$ cat config.mk
export PLATFORM = sky130hd
export DESIGN_NAME = iica_front
export DESIGN_NICKNAME = d
export VERILOG_FILES = /design/src/hw/rtl/iica_pkg.sv /design/src/hw/rtl/iica_front.sv
export SDC_FILE = /design/constraint.sdc
export NUM_CORES = 1
export LEC_CHECK = 0
export ABC_AREA = 1
export BUFFER_PORTS_ARGS = -buffer_cell sky130_fd_sc_hd__buf_2
export CORE_MARGIN = 4
export CORE_UTILIZATION = 50
export CTS_CLUSTER_SIZE = 8
export DETAILED_ROUTE_END_ITERATION = 10
export PLACE_DENSITY = 0.8
export SLEW_MARGIN = 20
export SYNTH_ARGS = -nofsm -noshare
export SYNTH_HDL_FRONTEND = slang
export SYNTH_SLANG_ARGS = --single-unit
$ cat constraint.sdc
create_clock -name clk -period 13.35 [get_ports clk]
set_clock_uncertainty 0.15 [all_clocks]
set_input_delay 0.6675 -clock clk [delete_from_list [all_inputs] [get_ports clk]]
set_output_delay 0.6675 -clock clk [all_outputs]
set_load 0.03 [all_outputs]
$ cat src/hw/rtl/iica_pkg.sv
// ----------------------------------------------------------------------------
// iica_pkg
// Shared types and codes of the integral image cell average block.
// ----------------------------------------------------------------------------
package iica_pkg;

    localparam int unsigned CFG_INDEX_W = 2;
    localparam int unsigned CFG_DATA_W  = 11;
    localparam int unsigned SAMPLE_W    = 8;
    localparam int unsigned CELL_IDX_W  = 10;
    localparam int unsigned CHAN_W      = 2;
    localparam int unsigned AVG_W       = 8;
    localparam int unsigned II_W        = 28;
    localparam int unsigned RS_W        = 18;
    localparam int unsigned DIV_STEPS   = 8;

    localparam logic [CFG_INDEX_W-1:0] REG_FRAME_WIDTH  = 2'd0;
    localparam logic [CFG_INDEX_W-1:0] REG_FRAME_HEIGHT = 2'd1;
    localparam logic [CFG_INDEX_W-1:0] REG_CHANNEL_CNT  = 2'd2;
    localparam logic [CFG_INDEX_W-1:0] REG_CELL_SIZE    = 2'd3;

    typedef struct packed {
        logic emit;
        logic row0;
        logic col0;
        logic col_edge;
        logic row_edge;
    } iica_flags_t;

    typedef enum logic [3:0] {
        ST_IDLE = 4'b0001,
        ST_CALC = 4'b0010,
        ST_DIV  = 4'b0100,
        ST_OUT  = 4'b1000
    } iica_state_t;

endpackage

$ cat src/hw/rtl/iica_front.sv
// ----------------------------------------------------------------------------
// iica_front
// Raster position tracking; tags each sample with address and cell flags.
// ----------------------------------------------------------------------------
module iica_front #(
    parameter int unsigned MAX_CHANNELS = 4,
    parameter int unsigned XW           = 11,
    parameter int unsigned YW           = 11,
    parameter int unsigned CHW          = 3,
    parameter int unsigned CSW          = 7,
    parameter int unsigned AW           = 12,
    parameter int unsigned ITEM_W       = 56
) (
    input  logic              clk,
    input  logic              rst_n,
    input  logic              restart,
    input  logic [XW-1:0]     width_eff,
    input  logic [YW-1:0]     height_eff,
    input  logic [CHW-1:0]    chans_eff,
    input  logic [CSW-1:0]    cell_eff,
    input  logic              in_valid,
    output logic              in_ready,
    input  logic [iica_pkg::SAMPLE_W-1:0] in_sample,
    output logic              push,
    input  logic              q_full,
    output logic [ITEM_W-1:0] push_item
);
    import iica_pkg::*;

    logic [XW-1:0]  col_reg, col_next, e_col;
    logic [YW-1:0]  row_reg, row_next, e_row;
    logic [CHW-1:0] ch_reg, ch_next, e_ch;
    logic [CSW-1:0] cic_reg, cic_next, e_cic;
    logic [CSW-1:0] ric_reg, ric_next, e_ric;
    logic [XW-1:0]  ccells_reg, ccells_next, e_ccells;
    logic [YW-1:0]  rcells_reg, rcells_next, e_rcells;
    logic           out_of_frame;
    logic [AW-1:0]  idx;
    iica_flags_t    flags;

    assign in_ready = !q_full;
    assign push     = in_valid && !q_full;

    always_comb
    begin
        out_of_frame = (ch_reg >= chans_eff) || (col_reg >= width_eff) ||
                       (row_reg >= height_eff);
        e_col    = out_of_frame ? '0 : col_reg;
        e_row    = out_of_frame ? '0 : row_reg;
        e_ch     = out_of_frame ? '0 : ch_reg;
        e_cic    = out_of_frame ? '0 : cic_reg;
        e_ric    = out_of_frame ? '0 : ric_reg;
        e_ccells = out_of_frame ? '0 : ccells_reg;
        e_rcells = out_of_frame ? '0 : rcells_reg;

        idx = AW'(32'(e_col) * MAX_CHANNELS + 32'(e_ch));
        flags.row0     = (e_row == '0);
        flags.col0     = (e_col == '0);
        flags.col_edge = (e_cic == '0);
        flags.row_edge = (e_ric == '0);
        flags.emit     = !flags.row0 && !flags.col0 && flags.col_edge && flags.row_edge;
        push_item = {in_sample, e_ch, idx, CELL_IDX_W'(e_rcells - 1'b1),
                     CELL_IDX_W'(e_ccells - 1'b1), flags};

        col_next    = e_col;
        row_next    = e_row;
        ch_next     = e_ch + 1'b1;
        cic_next    = e_cic;
        ric_next    = e_ric;
        ccells_next = e_ccells;
        rcells_next = e_rcells;
        if (ch_next >= chans_eff)
        begin
            ch_next  = '0;
            col_next = e_col + 1'b1;
            cic_next = e_cic + 1'b1;
            if (cic_next >= cell_eff)
            begin
                cic_next    = '0;
                ccells_next = e_ccells + 1'b1;
            end
            if (col_next >= width_eff)
            begin
                col_next    = '0;
                cic_next    = '0;
                ccells_next = '0;
                row_next    = e_row + 1'b1;
                ric_next    = e_ric + 1'b1;
                if (ric_next >= cell_eff)
                begin
                    ric_next    = '0;
                    rcells_next = e_rcells + 1'b1;
                end
                if (row_next >= height_eff)
                begin
                    row_next    = '0;
                    ric_next    = '0;
                    rcells_next = '0;
                end
            end
        end
    end

    always_ff @(posedge clk or negedge rst_n)
    begin
        if (!rst_n)
        begin
            col_reg    <= '0;
            row_reg    <= '0;
            ch_reg     <= '0;
            cic_reg    <= '0;
            ric_reg    <= '0;
            ccells_reg <= '0;
            rcells_reg <= '0;
        end
        else if (restart)
        begin
            col_reg    <= '0;
            row_reg    <= '0;
            ch_reg     <= '0;
            cic_reg    <= '0;
            ric_reg    <= '0;
            ccells_reg <= '0;
            rcells_reg <= '0;
        end
        else if (push)
        begin
            col_reg    <= col_next;
            row_reg    <= row_next;
            ch_reg     <= ch_next;
            cic_reg    <= cic_next;
            ric_reg    <= ric_next;
            ccells_reg <= ccells_next;
            rcells_reg <= rcells_next;
        end
    end

endmodule

=== Word level (Yosys, flattened, before mapping) ===
Index checks and enable logic that the tools add are counted.

* $lt $le $gt $ge: 8
* Add/sub/neg operators: 10
* Multiplexer cells: 41
* Reductions and logical operators: 14

{| class="wikitable"
|+ Operators with widths
! cell !! number
|-
| 11-bit two-way mux || 24
|-
| 7-bit two-way mux || 13
|-
| 11-bit by 1-bit adder with 11-bit output (second input constant) || 4
|-
| 11-bit greater-or-equal comparator || 4
|-
| 11-bit zero test || 2
|-
| 10-bit by 1-bit subtractor with 10-bit output (second input constant) || 2
|-
| 7-bit by 1-bit adder with 7-bit output (second input constant) || 2
|-
| 7-bit greater-or-equal comparator || 2
|-
| 7-bit zero test || 2
|-
| 12-bit by 3-bit adder with 12-bit output || 1
|-
| 3-bit two-way mux || 4
|-
| 3-bit greater-or-equal comparator || 2
|-
| 1-bit logical AND || 4
|-
| 3-bit by 1-bit adder with 3-bit output (second input constant) || 1
|-
| 1-bit zero test || 3
|-
| 1-bit logical OR || 2
|-
| 2-bit nonzero test || 1
|}

* Word-level logic and storage cells: 80
* Flip-flop bits (word level): 61
* Input bits: 45
* Output and inout port bits: 58

=== Depth between registers and ports, before layout ===
* Word-level depth: 12
* Gate-level depth with buffers: 36
* Gate-level depth less buffers: 35

=== Least setup slack after synthesis ===
Ideal clock, no wire load.

* Path type: input-to-reg
* Start: input height_eff[10]
* End: register row_reg[3]
* Stages: 26
* Required time: 13.118 ns
* Library setup time: 0.082 ns
* Buffers on the path: 2
* Data arrival time: 4.452 ns
* Setup slack: 8.666 ns
* Cells stage by stage: inv_1 ha_1 nand2_1 nand3_1 nor2_1 nand3_1 nor2_4 nand2_8 buf_12 buf_6 nor2_1 ha_1 xnor2_1 inv_1 ha_1 nand2_1 nor2_1 a211oi_1 nand2_1 inv_1 nor2_1 inv_1 nand2_1 o21ai_4 inv_2 o22ai_1

* Word-level cells in the longest chain between the ends: 10
* Elaborated cells on any way between the ends: 16
* Those cells by class: add/sub: 3; order compare: 4; mux: 8; reduce/logical: 1

{| class="wikitable"
|+ Ends and longest elaborated chain
! what !! RTL line !! text
|-
| start, declared || iica_front.sv:18 || <nowiki>input logic [YW-1:0] height_eff,</nowiki>
|-
| 11-bit greater-or-equal comparator || iica_front.sv:47 || <nowiki>(row_reg >= height_eff);</nowiki>
|-
| 1-bit logical OR || iica_front.sv:46 || <nowiki>out_of_frame = (ch_reg >= chans_eff) || (col_reg >= width_eff) ||</nowiki>
|-
| 11-bit two-way mux || iica_front.sv:49 || <nowiki>e_row = out_of_frame ? '0 : row_reg;</nowiki>
|-
| 11-bit by 1-bit adder with 11-bit output || iica_front.sv:87 || <nowiki>row_next = e_row + 1'b1;</nowiki>
|-
| 11-bit greater-or-equal comparator || iica_front.sv:94 || <nowiki>if (row_next >= height_eff)</nowiki>
|-
| 11-bit two-way mux || iica_front.sv:94 ||
|-
| 11-bit two-way mux || iica_front.sv:82 || <nowiki>if (col_next >= width_eff)</nowiki>
|-
| 11-bit two-way mux * || iica_front.sv:72 || <nowiki>if (ch_next >= chans_eff)</nowiki>
|-
| 11-bit two-way mux * || iica_front.sv:126 || <nowiki>else if (push)</nowiki>
|-
| 11-bit two-way mux * || iica_front.sv:116 || <nowiki>else if (restart)</nowiki>
|-
| end signal, assigned || iica_front.sv:129 || <nowiki>row_reg <= row_next;</nowiki>
|-
| end, declared || iica_front.sv:31 || <nowiki>logic [YW-1:0] row_reg, row_next, e_row;</nowiki>
|}

Every way passes the cells marked *; elsewhere a longest branch is shown, timed or not. The select of a mux whose other input is x is not followed.
A chain may end at the register's enable or synchronous reset.

=== Worst setup path after layout ===
* Start: input width_eff[10]
* End: register row_reg[3]

* Word-level cells in the longest chain between the ends: 11
* Elaborated cells on any way between the ends: 17
* Those cells by class: add/sub: 3; order compare: 4; mux: 8; reduce/logical: 2

{| class="wikitable"
|+ Ends and longest elaborated chain
! what !! RTL line !! text
|-
| start, declared || iica_front.sv:17 || <nowiki>input logic [XW-1:0] width_eff,</nowiki>
|-
| 11-bit greater-or-equal comparator || iica_front.sv:46 ||
|-
| 1-bit logical OR (2 in a row) || iica_front.sv:46 ||
|-
| 11-bit two-way mux || iica_front.sv:49 ||
|-
| 11-bit by 1-bit adder with 11-bit output || iica_front.sv:87 ||
|-
| 11-bit greater-or-equal comparator || iica_front.sv:94 ||
|-
| 11-bit two-way mux || iica_front.sv:94 ||
|-
| 11-bit two-way mux || iica_front.sv:82 ||
|-
| 11-bit two-way mux * || iica_front.sv:72 ||
|-
| 11-bit two-way mux * || iica_front.sv:126 ||
|-
| 11-bit two-way mux * || iica_front.sv:116 ||
|}

Marked as above.

==> impl_metrics.toml <==
[cts]
postCtsResizedCells = 0
clkSinkCount = 59
clk_latency_ns = 0.33
cts_hold_buf = 0
cts_buffers = 9
clk_pin_slew_ns = 0.05
htree_levels = 3
cts_tree = "done"
cts_setup_buffers = 0
clock-root-buffer = "clkbuf_16"
cts_buffer_depth = 2

[critical_path]
reg2reg_slack_ns = 7.76
crit_end = "row_reg[3]"
cp-end-kind = "register"
rr_worst_depth = 26
r2r-start = "col_reg[4]"
r2r-end = "row_reg[3]"
required_ns = 13.45
setup.worst_path.start_class = "input port"
crit_path_start = "width_eff[10]"
critPathKind = "input port to register"
worstPathArrival_ns = 5.73
cp_max_fo = 37

[place]
gp_congestion = 0.8997
place_ws_ns = 7.480
io_buffers = 78
dp_hpwl_mm = 13.83

[layout]
utilization_pct = 56.21
drive_gt1_share_pct = 14.56
nets = 1204
nFillCells = 1303
layout_commonest_cell = "nand2_1"
area_growth_pct = 10.29
diodes = 0
final_cell_mix = "nand2_1 (269), inv_1 (185), ha_1 (79)"

[floorplan]
die_h_um = 124.2
start_util_pct = 50.96
core_um2 = 13240
ios = 103
rows = 42
dieArea_um2 = 15420
die_w_um = 124.2

[synth]
yosysSeqAreaShare_pct = 21.88
ys_ff_latch = 59
async_flop_share_pct = 100.0
yosysUniqueCellTypes = 44
synthesis.area_um2 = 6749
syn_area_per_cell_um2 = 6.676
synth_flop_cell = "dfrtp_1"
yosysWarnings = 0
synth_edf_count = 0
syn_inst = 1011

[route]
drt_pass1_iterations = 5
avgRoutedWirePerCell_um = 13.77
route.antenna.remaining_nets = 0
wl_mm = 17.36
viasPerCell = 5.237
dr.first_iter.drc_count = 566
route.detailed.drc = 0
vias = 6604

[min_path]
min_path_type = "input port to async pin"

[grt]
grt_pass1_vias = 6259
antenna_found_initial = 0
overflow = 0
grt.total_usage_pct = 23.11
grt_pass1_wl_mm = 28.59
grt_max_degree = 60

[power]
p_per_area_nw_per_um2 = 69.94
worst_ir_drop_vdd_mv = 0.04504
p_total_uw = 520.6
p_leak_uw = 0.004138

[sta]
hold_viol = 0
relSlewSlack_pct = 48.14
setup_tns_ns = 0
setup_viol = 0
layout_setup_ws_ns = 7.716
grt_setup_unrepaired = "false"
fin_crit_sh_pct = 42.20
fmax_ghz = 0.1775
tightest_slew_ns = 0.7779
slew_violations = 0
period_needed_ns = 5.634

[status]
status = "finished clean"

[flow_run]
cap_violations = 0
-- final cells by class --
cell class | instances | area (µm²) | area share, %
timing repair buffer | 81 | 412.9 | 5.547
tap | 176 | 220.2 | 2.958
sequential | 59 | 1476 | 19.84
clock buffer | 12 | 246.5 | 3.311
multi-input combinational | 736 | 4337 | 58.26
clock inverter | 4 | 26.28 | 0.3530
inverter | 193 | 724.4 | 9.733
-- cells by family (layout without fill, tap and decap cells) --
logic type               after synthesis  in the layout  share of synthesized area, %
AO/OA/AOI/OAI                        118            118                         9.919
other                                  1              8                       0.05556
XOR/XNOR                              39             39                         5.061
adder cells (fa/ha/maj)               79             79                         14.65
flip-flops                            59             59                         21.88
AND/OR/NAND/NOR                      492            492                         34.19
buffers and inverters                223            290                         14.26
-- cell usage after synthesis (5+ instances only) --
cell,instances,area share (%)
nand2_2,9,0.83
nor3_2,11,1.6
xnor2_1,10,1.3
inv_2,8,0.44
nor2_2,12,1.1
buf_4,18,2.0
nand4_1,23,2.1
nand3_1,64,4.7
o22ai_1,19,1.8
xor2_1,29,3.8
o21ai_0,50,3.7
nor2_1,71,3.9
buf_6,5,0.83
inv_1,185,10
nor2_4,13,2.2
ha_1,79,15
a21oi_1,24,1.8
dfrtp_1,59,22
nand2_1,269,15
o21ai_1,9,0.67
-- layer usage --
layer  share of wire [%]  global-route usage, %
met4                 2.7                  8.350
met5                   0                      0
met1                  44                  30.11
met3                 6.5                  3.451
met2                  47                  38.92
-- worst max-delay path: stages --
cell and delay (ns):
buf_2 0.07, inv_1 0.06, ha_1 0.35, nand2_1 0.11, nor2_1 0.06, and2_1 0.15
nand2_1 0.07, nand3_2 0.13, nor2_8 0.53, nand2_1 0.23, inv_2 0.15, ha_1 0.23
nand3_1 0.11, nor2_1 0.18, nand2_1 0.07, nand2_1 0.07, nand2_1 0.06, ha_1 0.31
a21o_1 0.19, nor2_1 0.10, nand3_1 0.08, nor2_1 0.38, nor2_1 0.13, inv_1 0.34
nand2_1 0.31, o21ai_4 0.30, inv_2 0.11, o22ai_1 0.16
-- worst min path at each step --
stage	start	endpoint	slack [ns]	cells past startpoint
final	rst_n	cic_reg[3]	0.34	2
after CTS	ccells_reg[8]	ccells_reg[8]	0.34	2
after floorplan	rst_n	ccells_reg[0]	0.22	0
after global routing	ccells_reg[8]	ccells_reg[8]	0.37	2
after global placement	rcells_reg[9]	rcells_reg[9]	0.31	2
after detailed placement	ccells_reg[8]	ccells_reg[8]	0.33	2
-- power by group --
part           leakage [µW]  switching (µW)  total (µW)  internal, µW
clock network      0.000133            83.2         213           130
logic               0.00318            89.0         123          34.0
registers          0.000822            2.58         184           182
-- per-stage QoR --
step | instances | hold slack (ns) | instance area (µm²)
2_1_floorplan | 1018 | 0.2219 | 6775
3_3_place_gp | 1245 | 0.3132 | 7171
3_5_place_dp | 1245 | 0.3271 | 7171
4_1_cts | 1261 | 0.3405 | 7443
5_1_grt | 1261 | 0.3743 | 7443
6_report | 1261 | 0.3374 | 7443
Power figures use the tool's default switching activity.
