**src/hw/rtl/iica_pkg.sv**
```systemverilog
// ----------------------------------------------------------------------------
// iica_pkg
// Shared types and codes of the integral image cell average block.
// ----------------------------------------------------------------------------
package iica_pkg;

    localparam int unsigned CFG_INDEX_W = 2;
    localparam int unsigned CFG_DATA_W  = 11;
    localparam int unsigned SAMPLE_W    = 8;
    localparam int unsigned CELL_IDX_W  = 10;
    localparam int unsigned CHAN_W      = 2;
    localparam int unsigned AVG_W       = 8;
    localparam int unsigned II_W        = 28;
    localparam int unsigned RS_W        = 18;
    localparam int unsigned DIV_STEPS   = 8;

    localparam logic [CFG_INDEX_W-1:0] REG_FRAME_WIDTH  = 2'd0;
    localparam logic [CFG_INDEX_W-1:0] REG_FRAME_HEIGHT = 2'd1;
    localparam logic [CFG_INDEX_W-1:0] REG_CHANNEL_CNT  = 2'd2;
    localparam logic [CFG_INDEX_W-1:0] REG_CELL_SIZE    = 2'd3;

    typedef struct packed {
        logic emit;
        logic row0;
        logic col0;
        logic col_edge;
        logic row_edge;
    } iica_flags_t;

    typedef enum logic [3:0] {
        ST_IDLE = 4'b0001,
        ST_CALC = 4'b0010,
        ST_DIV  = 4'b0100,
        ST_OUT  = 4'b1000
    } iica_state_t;

endpackage

```
**src/hw/rtl/iica_queue.sv**
```systemverilog
// ----------------------------------------------------------------------------
// iica_queue
// Small FIFO between the front and back parts.
// ----------------------------------------------------------------------------
module iica_queue #(
    parameter int unsigned ITEM_W = 56
) (
    input  logic              clk,
    input  logic              rst_n,
    input  logic              push,
    input  logic [ITEM_W-1:0] push_item,
    output logic              full,
    input  logic              pop,
    output logic              not_empty,
    output logic [ITEM_W-1:0] pop_item
);
    import iica_pkg::*;

    localparam int unsigned DEPTH = 4;
    localparam int unsigned PW    = $clog2(DEPTH);

    logic [ITEM_W-1:0] slots_reg [DEPTH];
    logic [PW-1:0]     wr_ptr_reg, rd_ptr_reg;
    logic [PW:0]       count_reg, count_next;

    assign full      = (count_reg == (PW+1)'(DEPTH));
    assign not_empty = (count_reg != '0);
    assign pop_item  = slots_reg[rd_ptr_reg];

    always_comb
    begin
        count_next = count_reg;
        if (push && !pop)
        begin
            count_next = count_reg + 1'b1;
        end
        else if (pop && !push)
        begin
            count_next = count_reg - 1'b1;
        end
    end

    always_ff @(posedge clk)
    begin
        if (push)
        begin
            slots_reg[wr_ptr_reg] <= push_item;
        end
    end

    always_ff @(posedge clk or negedge rst_n)
    begin
        if (!rst_n)
        begin
            wr_ptr_reg <= '0;
            rd_ptr_reg <= '0;
            count_reg  <= '0;
        end
        else
        begin
            if (push)
            begin
                wr_ptr_reg <= wr_ptr_reg + 1'b1;
            end
            if (pop)
            begin
                rd_ptr_reg <= rd_ptr_reg + 1'b1;
            end
            count_reg <= count_next;
        end
    end

`ifndef SYNTHESIS
    a_no_overflow: assert property (@(posedge clk) disable iff (!rst_n)
        full |-> !push)
        else $error("queue push while full");
    a_no_underflow: assert property (@(posedge clk) disable iff (!rst_n)
        pop |-> not_empty)
        else $error("queue pop while empty");
    a_count_bound: assert property (@(posedge clk) disable iff (!rst_n)
        count_reg <= (PW+1)'(DEPTH))
        else $error("queue count out of range");
`endif

endmodule

```
**config.mk**
```make
export PLATFORM = sky130hd
export DESIGN_NAME = iica_queue
export DESIGN_NICKNAME = d
export VERILOG_FILES = /design/src/hw/rtl/iica_pkg.sv /design/src/hw/rtl/iica_queue.sv
export SDC_FILE = /design/constraint.sdc
export NUM_CORES = 1
export LEC_CHECK = 0
export ABC_AREA = 1
export CORE_ASPECT_RATIO = 1.4
export CORE_MARGIN = 3
export CORE_UTILIZATION = 43
export CTS_CLUSTER_SIZE = 12
export DETAILED_ROUTE_END_ITERATION = 10
export DONT_BUFFER_PORTS = 1
export GPL_ROUTABILITY_DRIVEN = 1
export SETUP_SLACK_MARGIN = 0.1
export SKIP_CTS_REPAIR_TIMING = 1
export SLEW_MARGIN = 20
export SYNTH_ARGS = -nofsm -noshare
export SYNTH_HDL_FRONTEND = slang
export SYNTH_SLANG_ARGS = --single-unit
```
**constraint.sdc**
```tcl
create_clock -name clk -period 4.2 [get_ports clk]
set_input_delay 0.21 -clock clk [delete_from_list [all_inputs] [get_ports clk]]
set_output_delay 0.21 -clock clk [all_outputs]
set_load 0.03 [all_outputs]
```
======== After elaboration in Yosys (flattened, before gate mapping) ========
Memories as Yosys holds them, arrays and structs flattened.
Index checks and enable logic that the tools add are counted.
W data, S select, Z words.
cells by class
  add/subtract/negate cells ............... 4
  equal/unequal tests ..................... 1
  reductions and logical operators ........ 6
  multiplexer cells ....................... 4
operators by type and width
  kind                   count
  $mux W3                2
  $add A2 B1 Y2 const B  2
  $add A3 B1 Y3 const B  1
  $eq A3 B3 Y1 const B   1
  $reduce_bool A3 Y1     1
  $sub A3 B1 Y3 const B  1
  $logic_and A1 B1 Y1    2
  $logic_not A1 Y1       2
  $mux W1                2
  $reduce_bool A2 Y1     1
storage, ports and cells
  output and inout bits ................... 58
  memories ................................ 1
  RAM bits ................................ 224
  input port bits ......................... 60
  register bits after elaboration ......... 7
  logic and storage cells ................. 19
memories
  memory     depth  bits a word  rd ports  clocked after memory_dff  write ports  RTL line          text
  slots_reg  4      56           1         0                         1            iica_queue.sv:22  logic [ITEM_W-1:0] slots_reg [DEPTH];

======== Longest topological paths before layout ========
Gate-level depths: netlist of the first run.
  word-level depth ........................ 4
  depth in mapped cells ................... 9
  depth with buffers taken out ............ 9

======== Least setup slack after synthesis of the first run ========
OpenSTA, ideal clock, no wires.
  path type ............................... reg2reg
  from .................................... register wr_ptr_reg[0]
  to ...................................... memory slots_reg[2][0], enable pin
  path slack .............................. 2.029 ns
  data required time ...................... 3.790 ns
  path buffers ............................ 0
  cell stages (with the launch flop) ...... 5
  library setup time ...................... 0.410 ns
  data arrival time ....................... 1.760 ns
  period minus slack after synthesis ...... 2.171 ns
  cells stage by stage .................... dfrtp_1 > inv_1 > ha_1 > nand2_1 > inv_1
RTL lines
  element                 RTL line          text
  from (decl)             iica_queue.sv:23  logic [PW-1:0] wr_ptr_reg, rd_ptr_reg;
  from (signal assigned)  iica_queue.sv:63  wr_ptr_reg <= wr_ptr_reg + 1'b1;
  to (decl)               iica_queue.sv:22
No word-level cell before the write port.

======== Worst setup path in the final report of the first run ========
  from .................................... register rd_ptr_reg[1]
  to ...................................... output pop_item[27]
between the ends
  longest elaborated chain between the ends .. 1
ends and longest elaborated chain
  element                 RTL line          text
  from (decl)             iica_queue.sv:23
  from (signal assigned)  iica_queue.sv:67  rd_ptr_reg <= rd_ptr_reg + 1'b1;
  $mem_v2 Z4 W56          -
  to (decl)               iica_queue.sv:15  output logic [ITEM_W-1:0] pop_item
No other way between the ends.

==> results of run 1 <==
==> where the power goes <==
group	leakage [nW]	total [mW]	switching, mW	internal [mW]
sequential	2.14	3.23	0.196	3.03
clock	0.329	1.85	0.776	1.08
combinational	1.80	2.95	2.30	0.652
total	4.27	8.03	3.27	4.76
==> metrics by stage <==
stage | cell area, sq um | cells | total power, mW | setup WS, ns
2_1_floorplan | 9650 | 702 | 5.85 | 2.03
3_3_place_gp | 9800 | 970 | 6.16 | 1.99
3_5_place_dp | 9800 | 970 | 6.24 | 1.93
4_1_cts | 10500 | 1009 | 8.11 | 1.47
5_1_grt | 11100 | 1068 | 8.51 | 1.38
6_report | 11100 | 1068 | 8.03 | 1.55
==> Yosys cell counts (all sizes together) <==
master / instances / area (sq um)
xor2: 3 / 26.3
ha: 5 / 62.6
nand3: 1 / 5.00
nand2: 182 / 683
inv: 124 / 465
nand4: 1 / 6.26
edfxtp: 224 / 6730
nor3: 1 / 5.00
dfrtp: 7 / 175
o211ai: 112 / 1150
fa: 1 / 20.0
buf: 36 / 300
xnor2: 1 / 8.76
clkbuf: 2 / 7.51
nor2: 1 / 3.75
o21ai: 1 / 5.00
==> worst max-delay path by stage <==
| stage | startpoint | to | slack (ns) | cells after the start |
|---|---|---|---|---|
| after floorplan | wr_ptr_reg[0]$_DFFE_PN0P_ | slots_reg[2][0]$_DFFE_PP_ | 2.03 | 4 |
| after global placement | wr_ptr_reg[0]$_DFFE_PN0P_ | slots_reg[2][28]$_DFFE_PP_ | 1.99 | 5 |
| after detailed placement | wr_ptr_reg[0]$_DFFE_PN0P_ | slots_reg[2][27]$_DFFE_PP_ | 1.93 | 5 |
| after CTS | rd_ptr_reg[1]$_DFFE_PN0P_ | pop_item[27] | 1.47 | 4 |
| after global routing | rd_ptr_reg[1]$_DFFE_PN0P_ | pop_item[27] | 1.38 | 4 |
| final | rd_ptr_reg[1]$_DFFE_PN0P_ | pop_item[27] | 1.55 | 4 |
==> tightest hold or removal path: cells and delay by family <==
kind / cells / cell delay, ns
xor gates and xnor gates: 1 / 0.08
adders and majority gates: 1 / 0.16
buffers and inverters: 1 / 0.03
==> cell type report <==
class / instances / share of cell area
Clock buffer: 33 / 0.0592
Clock inverter: 6 / 0.00215
Inverter: 124 / 0.0421
Multi-Input combinational cell: 309 / 0.178
Sequential cell: 231 / 0.624
Tap cell: 297 / 0.0336
Timing Repair Buffer: 68 / 0.0606
==> cell families after synthesis <==
logic type | count (synthesis)
DFF | 231
and+or+nand+nor | 186
buffers and inverters | 162
AOI/OAI and AO/OA | 113
adders and majority gates | 6
xor gates and xnor gates | 4
==> routing by layer <==
metal  global-route usage  routed length (um)  part of all wire  vias to the layer above
li1                     -                   -                 -                     2546
met1                0.158                6930              0.37                     2488
met2                0.286               10200              0.55                      115
met3               0.0477                1020             0.055                       32
met4               0.0516                 429             0.023                        2
met5                    0                   7           0.00038                        -
==> results.json, run 1 <==
{
  "ir_drop_mv": 0.438,
  "final_cell_mix": "224 x edfxtp_1, 182 x nand2_1, 119 x inv_1",
  "die_x_um": 133,
  "drc": 0,
  "vias": 5183,
  "cpMaxStageDelayCell": "buf_4",
  "arrival_ns": 2.44,
  "diodes": 0,
  "holdWs_ns": 0.0335,
  "drive_above_1_share": 0.134,
  "gp_congestion": 0.728,
  "synth_top_family_by_area": "compound AO/OA/AOI/OAI gates",
  "synthesis.nets": 768,
  "hold_start": "pop",
  "whs_path_depth": 3,
  "reg2reg_from": "wr_ptr_reg[0]$_DFFE_PN0P_",
  "ys_warn_count": 0,
  "drt_iter0_drc": 222,
  "setup_viol": 0,
  "postSynthAreaPerCell_sq_um": 13.7,
  "synth.area.mux_share": 0,
  "grt_pass1_vias": 5299,
  "netlist_area_sq_um": 9650,
  "hpwl_um": 11300,
  "power.density_nw_per_um2": 725,
  "core_sq_um": 21900,
  "setup_tns_ns": 0,
  "initial_core_util": 0.440,
  "portBuffers": 0,
  "cts_tree": "done",
  "drtPass1Iterations": 4,
  "worst_slew_pin_slew_ns": 0.971,
  "skew_ns": 0.00912,
  "min_path_type": "in -> reg",
  "final_nets": 824,
  "cts_made_buffers": 24,
  "start_kind": "flop",
  "synth-seq-cells": 231,
  "ios": 118,
  "hold_viol": 0,
  "final_util": 0.504,
  "synthSimpleGateAreaFrac": 0.0729,
  "final-max-slew-violation-count": 0,
  "seqCellArea_sq_um": 6910,
  "cts_sinks": 231,
  "critical_path_buf_inv_count": 2,
  "die-area_sq_um": 24300,
  "cap_violations": 0,
  "grt_max_degree": 91,
  "fmax_ghz": 0.377,
  "reg2reg_depth": 5,
  "relSlewSlack": 0.352,
  "crit_family": "buffers and inverters",
  "multi_input_area_sq_um": 1970,
  "regToRegSetupSlack_ns": 1.96,
  "worstHoldEndpoint": "count_reg[0]$_DFFE_PN0P_",
  "synth_compound_area_frac": 0.119,
  "synth_xor_xnor_area_share": 0.00363,
  "grtUsageTotal": 0.151,
  "avgViaCountPerCell": 4.85,
  "antenna_found_initial": 1,
  "die_h_um": 183,
  "crit_type": "reg -> out",
  "path_cells": "inv_2 > buf_4 > o211ai_1 > nand2_1",
  "num-fill-cells": 1939,
  "synthAdderAreaFrac": 0.00856,
  "slowest_delay_ns": 0.52,
  "htreeDepth": 1,
  "worstReg2RegEnd": "slots_reg[2][23]$_DFFE_PP_",
  "largest_reg_flops": 224,
  "grt_pass1_wl_um": 29000,
  "min_period_ns": 2.65,
  "crit_fanout": 32,
  "rows": 64,
  "finalWirelength_um": 18600,
  "cts_buffer_depth": 3,
  "grt-ovfl-total": 0,
  "finalCritPeriodShare": 0.631,
  "cts_root_buffer": "clkbuf_16",
  "clk-insertion-delay-late_ns": 0.50,
  "rsz0062_at_grt": "false",
  "p_leak_nw": 4.27,
  "final_common_cell": "edfxtp_1",
  "ys_seq_area_frac": 0.715,
  "critical_path.endpoint_type": "primary output",
  "detail_route.wl_per_cell_um": 17.4,
  "outcome": "complete, no violations",
  "areaGrowthSynthToFinish_pct": 14.7,
  "postSynthCellCount": 702,
  "ant_nets": 0,
  "clk_pin_slew_ns": 0.06,
  "synth_cell_type_count": 21,
  "cp_data_required_time_ns": 3.99
}
No activity file was read; power rests on OpenSTA's default activity.
==> inputs of run 2 (changes only) <==
Clock period 4.2 ns to 2.7 ns, I/O delays scaled along.
==> results.json, run 2 (synthesis results as in run 1) <==
{
  "outcome": "complete, no violations",
  "grt_use_met1": 0.154,
  "grt-ovfl-total": 0,
  "initial_core_util": 0.440,
  "cp_data_required_time_ns": 2.57,
  "rows": 64,
  "met2_usage": 0.303,
  "crit_top_cell": "nand2_1",
  "grtUsageTotal": 0.154,
  "cap_violations": 0,
  "detail_route.wl_per_cell_um": 18.1,
  "die-area_sq_um": 24300,
  "crit_type": "reg -> out",
  "path_cells": "buf_4 > nand2_1 > o211ai_1 > nand2_1",
  "fmax_ghz": 0.422,
  "seqCellArea_sq_um": 6910,
  "critical_path.endpoint_type": "primary output",
  "grt_max_degree": 59,
  "final_util": 0.509,
  "num-fill-cells": 1864,
  "drc": 0,
  "hold_viol": 0,
  "worst_slew_pin_slew_ns": 0.894,
  "place_area_sq_um": 9930,
  "core_sq_um": 21900,
  "cts_buffer_depth": 3,
  "start_kind": "flop",
  "grt_pass1_vias": 5224,
  "finalCritPeriodShare": 0.877,
  "final_cell_mix": "224 x edfxtp_1, 182 x nand2_1, 119 x inv_1",
  "largest_reg_flops": 224,
  "relSlewSlack": 0.400,
  "die_h_um": 183,
  "setup_tns_ns": 0,
  "cts_made_buffers": 23,
  "min_path_type": "in -> reg",
  "final_nets": 829,
  "gp_congestion": 0.753,
  "clk-insertion-delay-late_ns": 0.49,
  "crit_fanout": 58,
  "cpMaxStageDelayCell": "dfrtp_4",
  "avgViaCountPerCell": 4.94,
  "diodes": 0,
  "slowest_delay_ns": 0.88,
  "finalWirelength_um": 19300,
  "power.density_nw_per_um2": 1130,
  "setup_viol": 0,
  "power_mw": 12.6,
  "ir_drop_mv": 0.698,
  "final-max-slew-violation-count": 0,
  "drt_iter0_drc": 267,
  "die_x_um": 133,
  "final_common_cell": "edfxtp_1",
  "stdcell_area_sq_um": 11200,
  "skew_ns": 0.00861,
  "htreeDepth": 1,
  "drtPass1Iterations": 4,
  "cts_sinks": 231,
  "grtUsageMet3": 0.0464,
  "ios": 118,
  "final.setup.worst_slack_ns": 0.331,
  "dp_slack_ns": 0.811,
  "hpwl_um": 11800,
  "portBuffers": 0,
  "drive_above_1_share": 0.137,
  "vias": 5282,
  "antenna_found_initial": 2,
  "min_period_ns": 2.37,
  "clk_pin_slew_ns": 0.06,
  "cts_tree": "done",
  "grt_pass1_wl_um": 29200,
  "p_leak_nw": 4.30,
  "cts_root_buffer": "clkbuf_16",
  "rsz0062_at_grt": "false",
  "ant_nets": 0,
  "areaGrowthSynthToFinish_pct": 15.7,
  "arrival_ns": 2.23,
  "busiest_layer": "met2",
  "multi_input_area_sq_um": 1970
}
==> run 2: critical path, delay by kind of cell (launching register included) <==
family | cells | cell delay [ns]
buf+inv | 1 | 0.40
simple gates | 2 | 0.32
flops | 1 | 0.88
compound gates | 1 | 0.10
==> run 2: cell type report <==
cell class,instances,share of cell area
tap,297,0.0333
inverter,124,0.0417
clock inverter,1,0.000336
timing repair buffer,74,0.0733
clock buffer,33,0.0558
sequential,231,0.619
multi-input combinational,309,0.177
==> run 2: stage by stage <==
step,hold WS [ns],cells
floorplan,-0.161,702
global placement,-0.160,975
detailed placement,-0.160,975
CTS,-0.687,1009
global route,0.195,1069
finish,0.178,1069
==> run 2: power by group <==
group	internal, mW	switching [mW]
clock network	1.58	1.19
registers	4.70	0.419
logic	1.16	3.54
total	7.44	5.14
==> run 2: per-layer routing <==
layer	part of all wire	wire [um]
met5	0.0011	21
met4	0.019	368
met3	0.052	1000
met2	0.57	11000
met1	0.36	6980
==> run 2: path summary, 6_finish.rpt <==
| kind | from | cells past startpoint | endpoint | slack (ns) |
|---|---|---|---|---|
| worst max register to register | wr_ptr_reg[0]$_DFFE_PN0P_ | 5 | slots_reg[0][35]$_DFFE_PP_ | 0.84 |
| max in group asynchronous | rst_n | 2 | rd_ptr_reg[0]$_DFFE_PN0P_ | 1.86 |
| min in group asynchronous | rst_n | 2 | rd_ptr_reg[1]$_DFFE_PN0P_ | 0.54 |
| worst max-delay path | rd_ptr_reg[0]$_DFFE_PN0P_ | 4 | pop_item[15] | 0.33 |
| worst min register to register | count_reg[2]$_DFFE_PN0P_ | 2 | count_reg[2]$_DFFE_PN0P_ | 0.52 |
| worst min-delay path | push | 2 | slots_reg[0][42]$_DFFE_PP_ | 0.18 |
==> inputs of run 3 (changes only) <==
==> constraint.sdc (replaced) <==
create_clock -name clk -period 2.4 [get_ports clk]
set_input_delay 0.24 -clock clk [delete_from_list [all_inputs] [get_ports clk]]
set_output_delay 0.24 -clock clk [all_outputs]
set_load 0.03 [all_outputs]
==> results.json, run 3 (synthesis results as in run 1) <==
{
  "drc": 0,
  "drive_above_1_share": 0.198,
  "cts_sinks": 231,
  "drtPass1Iterations": 5,
  "arrival_ns": 1.92,
  "initial_core_util": 0.440,
  "rsz0062_at_grt": "false",
  "hpwl_um": 10900,
  "finalCritPeriodShare": 0.899,
  "drt_iter0_drc": 297,
  "setup_tns_ns": 0,
  "slowest_delay_ns": 0.41,
  "core_sq_um": 21900,
  "crit_type": "reg -> out",
  "die_x_um": 133,
  "grt_max_degree": 89,
  "skew_ns": 0.0139,
  "cp_data_required_time_ns": 2.16,
  "detail_route.wl_per_cell_um": 16.7,
  "outcome": "complete, no violations",
  "ant_nets": 0,
  "cap_violations": 0,
  "final_nets": 885,
  "ir_drop_mv": 0.872,
  "start_kind": "flop",
  "grt_pass1_vias": 5483,
  "regToRegSetupSlack_ns": 0.76,
  "final_cell_mix": "224 x edfxtp_1, 182 x nand2_1, 119 x inv_1",
  "avgViaCountPerCell": 4.86,
  "cts_tree": "done",
  "die_h_um": 183,
  "dp_slack_ns": 0.574,
  "min_path_type": "in -> reg",
  "power_mw": 15.1,
  "largest_reg_flops": 224,
  "rows": 64,
  "final.setup.worst_slack_ns": 0.243,
  "finalWirelength_um": 18800,
  "htreeDepth": 1,
  "gp_congestion": 0.734,
  "grt_pass1_wl_um": 28900,
  "relSlewSlack": 0.579,
  "cts_buffer_depth": 3,
  "grt-ovfl-total": 0,
  "num-fill-cells": 1846,
  "grtUsageTotal": 0.149,
  "clk_pin_slew_ns": 0.06,
  "clk-insertion-delay-late_ns": 0.50,
  "portBuffers": 0,
  "cpMaxStageDelayCell": "dfrtp_2",
  "crit_fanout": 22,
  "critical_path.endpoint_type": "primary output",
  "ios": 118,
  "setup_viol": 0,
  "die-area_sq_um": 24300,
  "cts_made_buffers": 23,
  "path_cells": "inv_2 > buf_12 > o211ai_2 > nand2_1 > buf_4",
  "power.density_nw_per_um2": 1310,
  "vias": 5453,
  "worst_slew_pin_slew_ns": 0.632,
  "fmax_ghz": 0.464,
  "p_leak_nw": 4.55,
  "areaGrowthSynthToFinish_pct": 19.3,
  "cts_root_buffer": "clkbuf_16",
  "final_common_cell": "edfxtp_1",
  "antenna_found_initial": 0,
  "final-max-slew-violation-count": 0,
  "min_period_ns": 2.16,
  "hold_viol": 0
}
==> run 3: changes by cell type in the layout (fill, tap and decap cells not counted), sizes merged <==
cell	delta
diode	+1
inv	+1
clkbuf	-5
buf	+57
clkinv	+1
dlygate4sd3	-1
==> run 3: layer usage <==
metal	global-route usage	routed length, um
met3	0.0414	793
met1	0.165	7540
met4	0.0474	374
met5	0	0
met2	0.279	10100
==> run 3: cell type report <==
cell class | instances | area [sq um] | area share
sequential | 231 | 6910 | 0.600
multi-input combinational | 309 | 1970 | 0.171
timing repair buffer | 130 | 1180 | 0.103
clock buffer | 28 | 594 | 0.0516
inverter | 124 | 465 | 0.0404
tap | 297 | 372 | 0.0323
clock inverter | 3 | 16.3 | 0.00141
antenna | 1 | 2.50 | 0.000217
==> run 3: path summary, 6_finish.rpt <==
check	start	to	depth (start not counted)
max reg2reg	wr_ptr_reg[0]$_DFFE_PN0P_	slots_reg[2][18]$_DFFE_PP_	5
min reg2reg	count_reg[2]$_DFFE_PN0P_	count_reg[2]$_DFFE_PN0P_	2
max	rd_ptr_reg[1]$_DFFE_PN0P_	pop_item[2]	5
max in group asynchronous	rst_n	rd_ptr_reg[0]$_DFFE_PN0P_	1
min	push	count_reg[0]$_DFFE_PN0P_	2
min in group asynchronous	rst_n	rd_ptr_reg[0]$_DFFE_PN0P_	1
==> run 3: power breakdown <==
group | internal (mW) | switching (mW)
sequential | 5.29 | 0.239
clock | 1.72 | 1.33
combinational | 2.14 | 4.37
==> run 3: worst max-delay path: cells and delay by family (launching register included) <==
family	cells	cell delay, ns
buffers and inverters	3	0.76
flip-flops	1	0.41
AO/OA/AOI/OAI	1	0.12
AND/OR/NAND/NOR	1	0.10
==> run 3: per-stage QoR <==
step | cell area [sq um] | cells | utilization | hold slack [ns]
2_1_floorplan | 9650 | 702 | - | -0.0556
3_3_place_gp | 10300 | 1032 | 0.469 | -0.0554
3_5_place_dp | 10300 | 1032 | 0.469 | -0.0554
4_1_cts | 10900 | 1063 | 0.497 | -0.604
5_1_grt | 11500 | 1122 | 0.524 | 0.0166
6_report | 11500 | 1123 | 0.525 | 0.0205
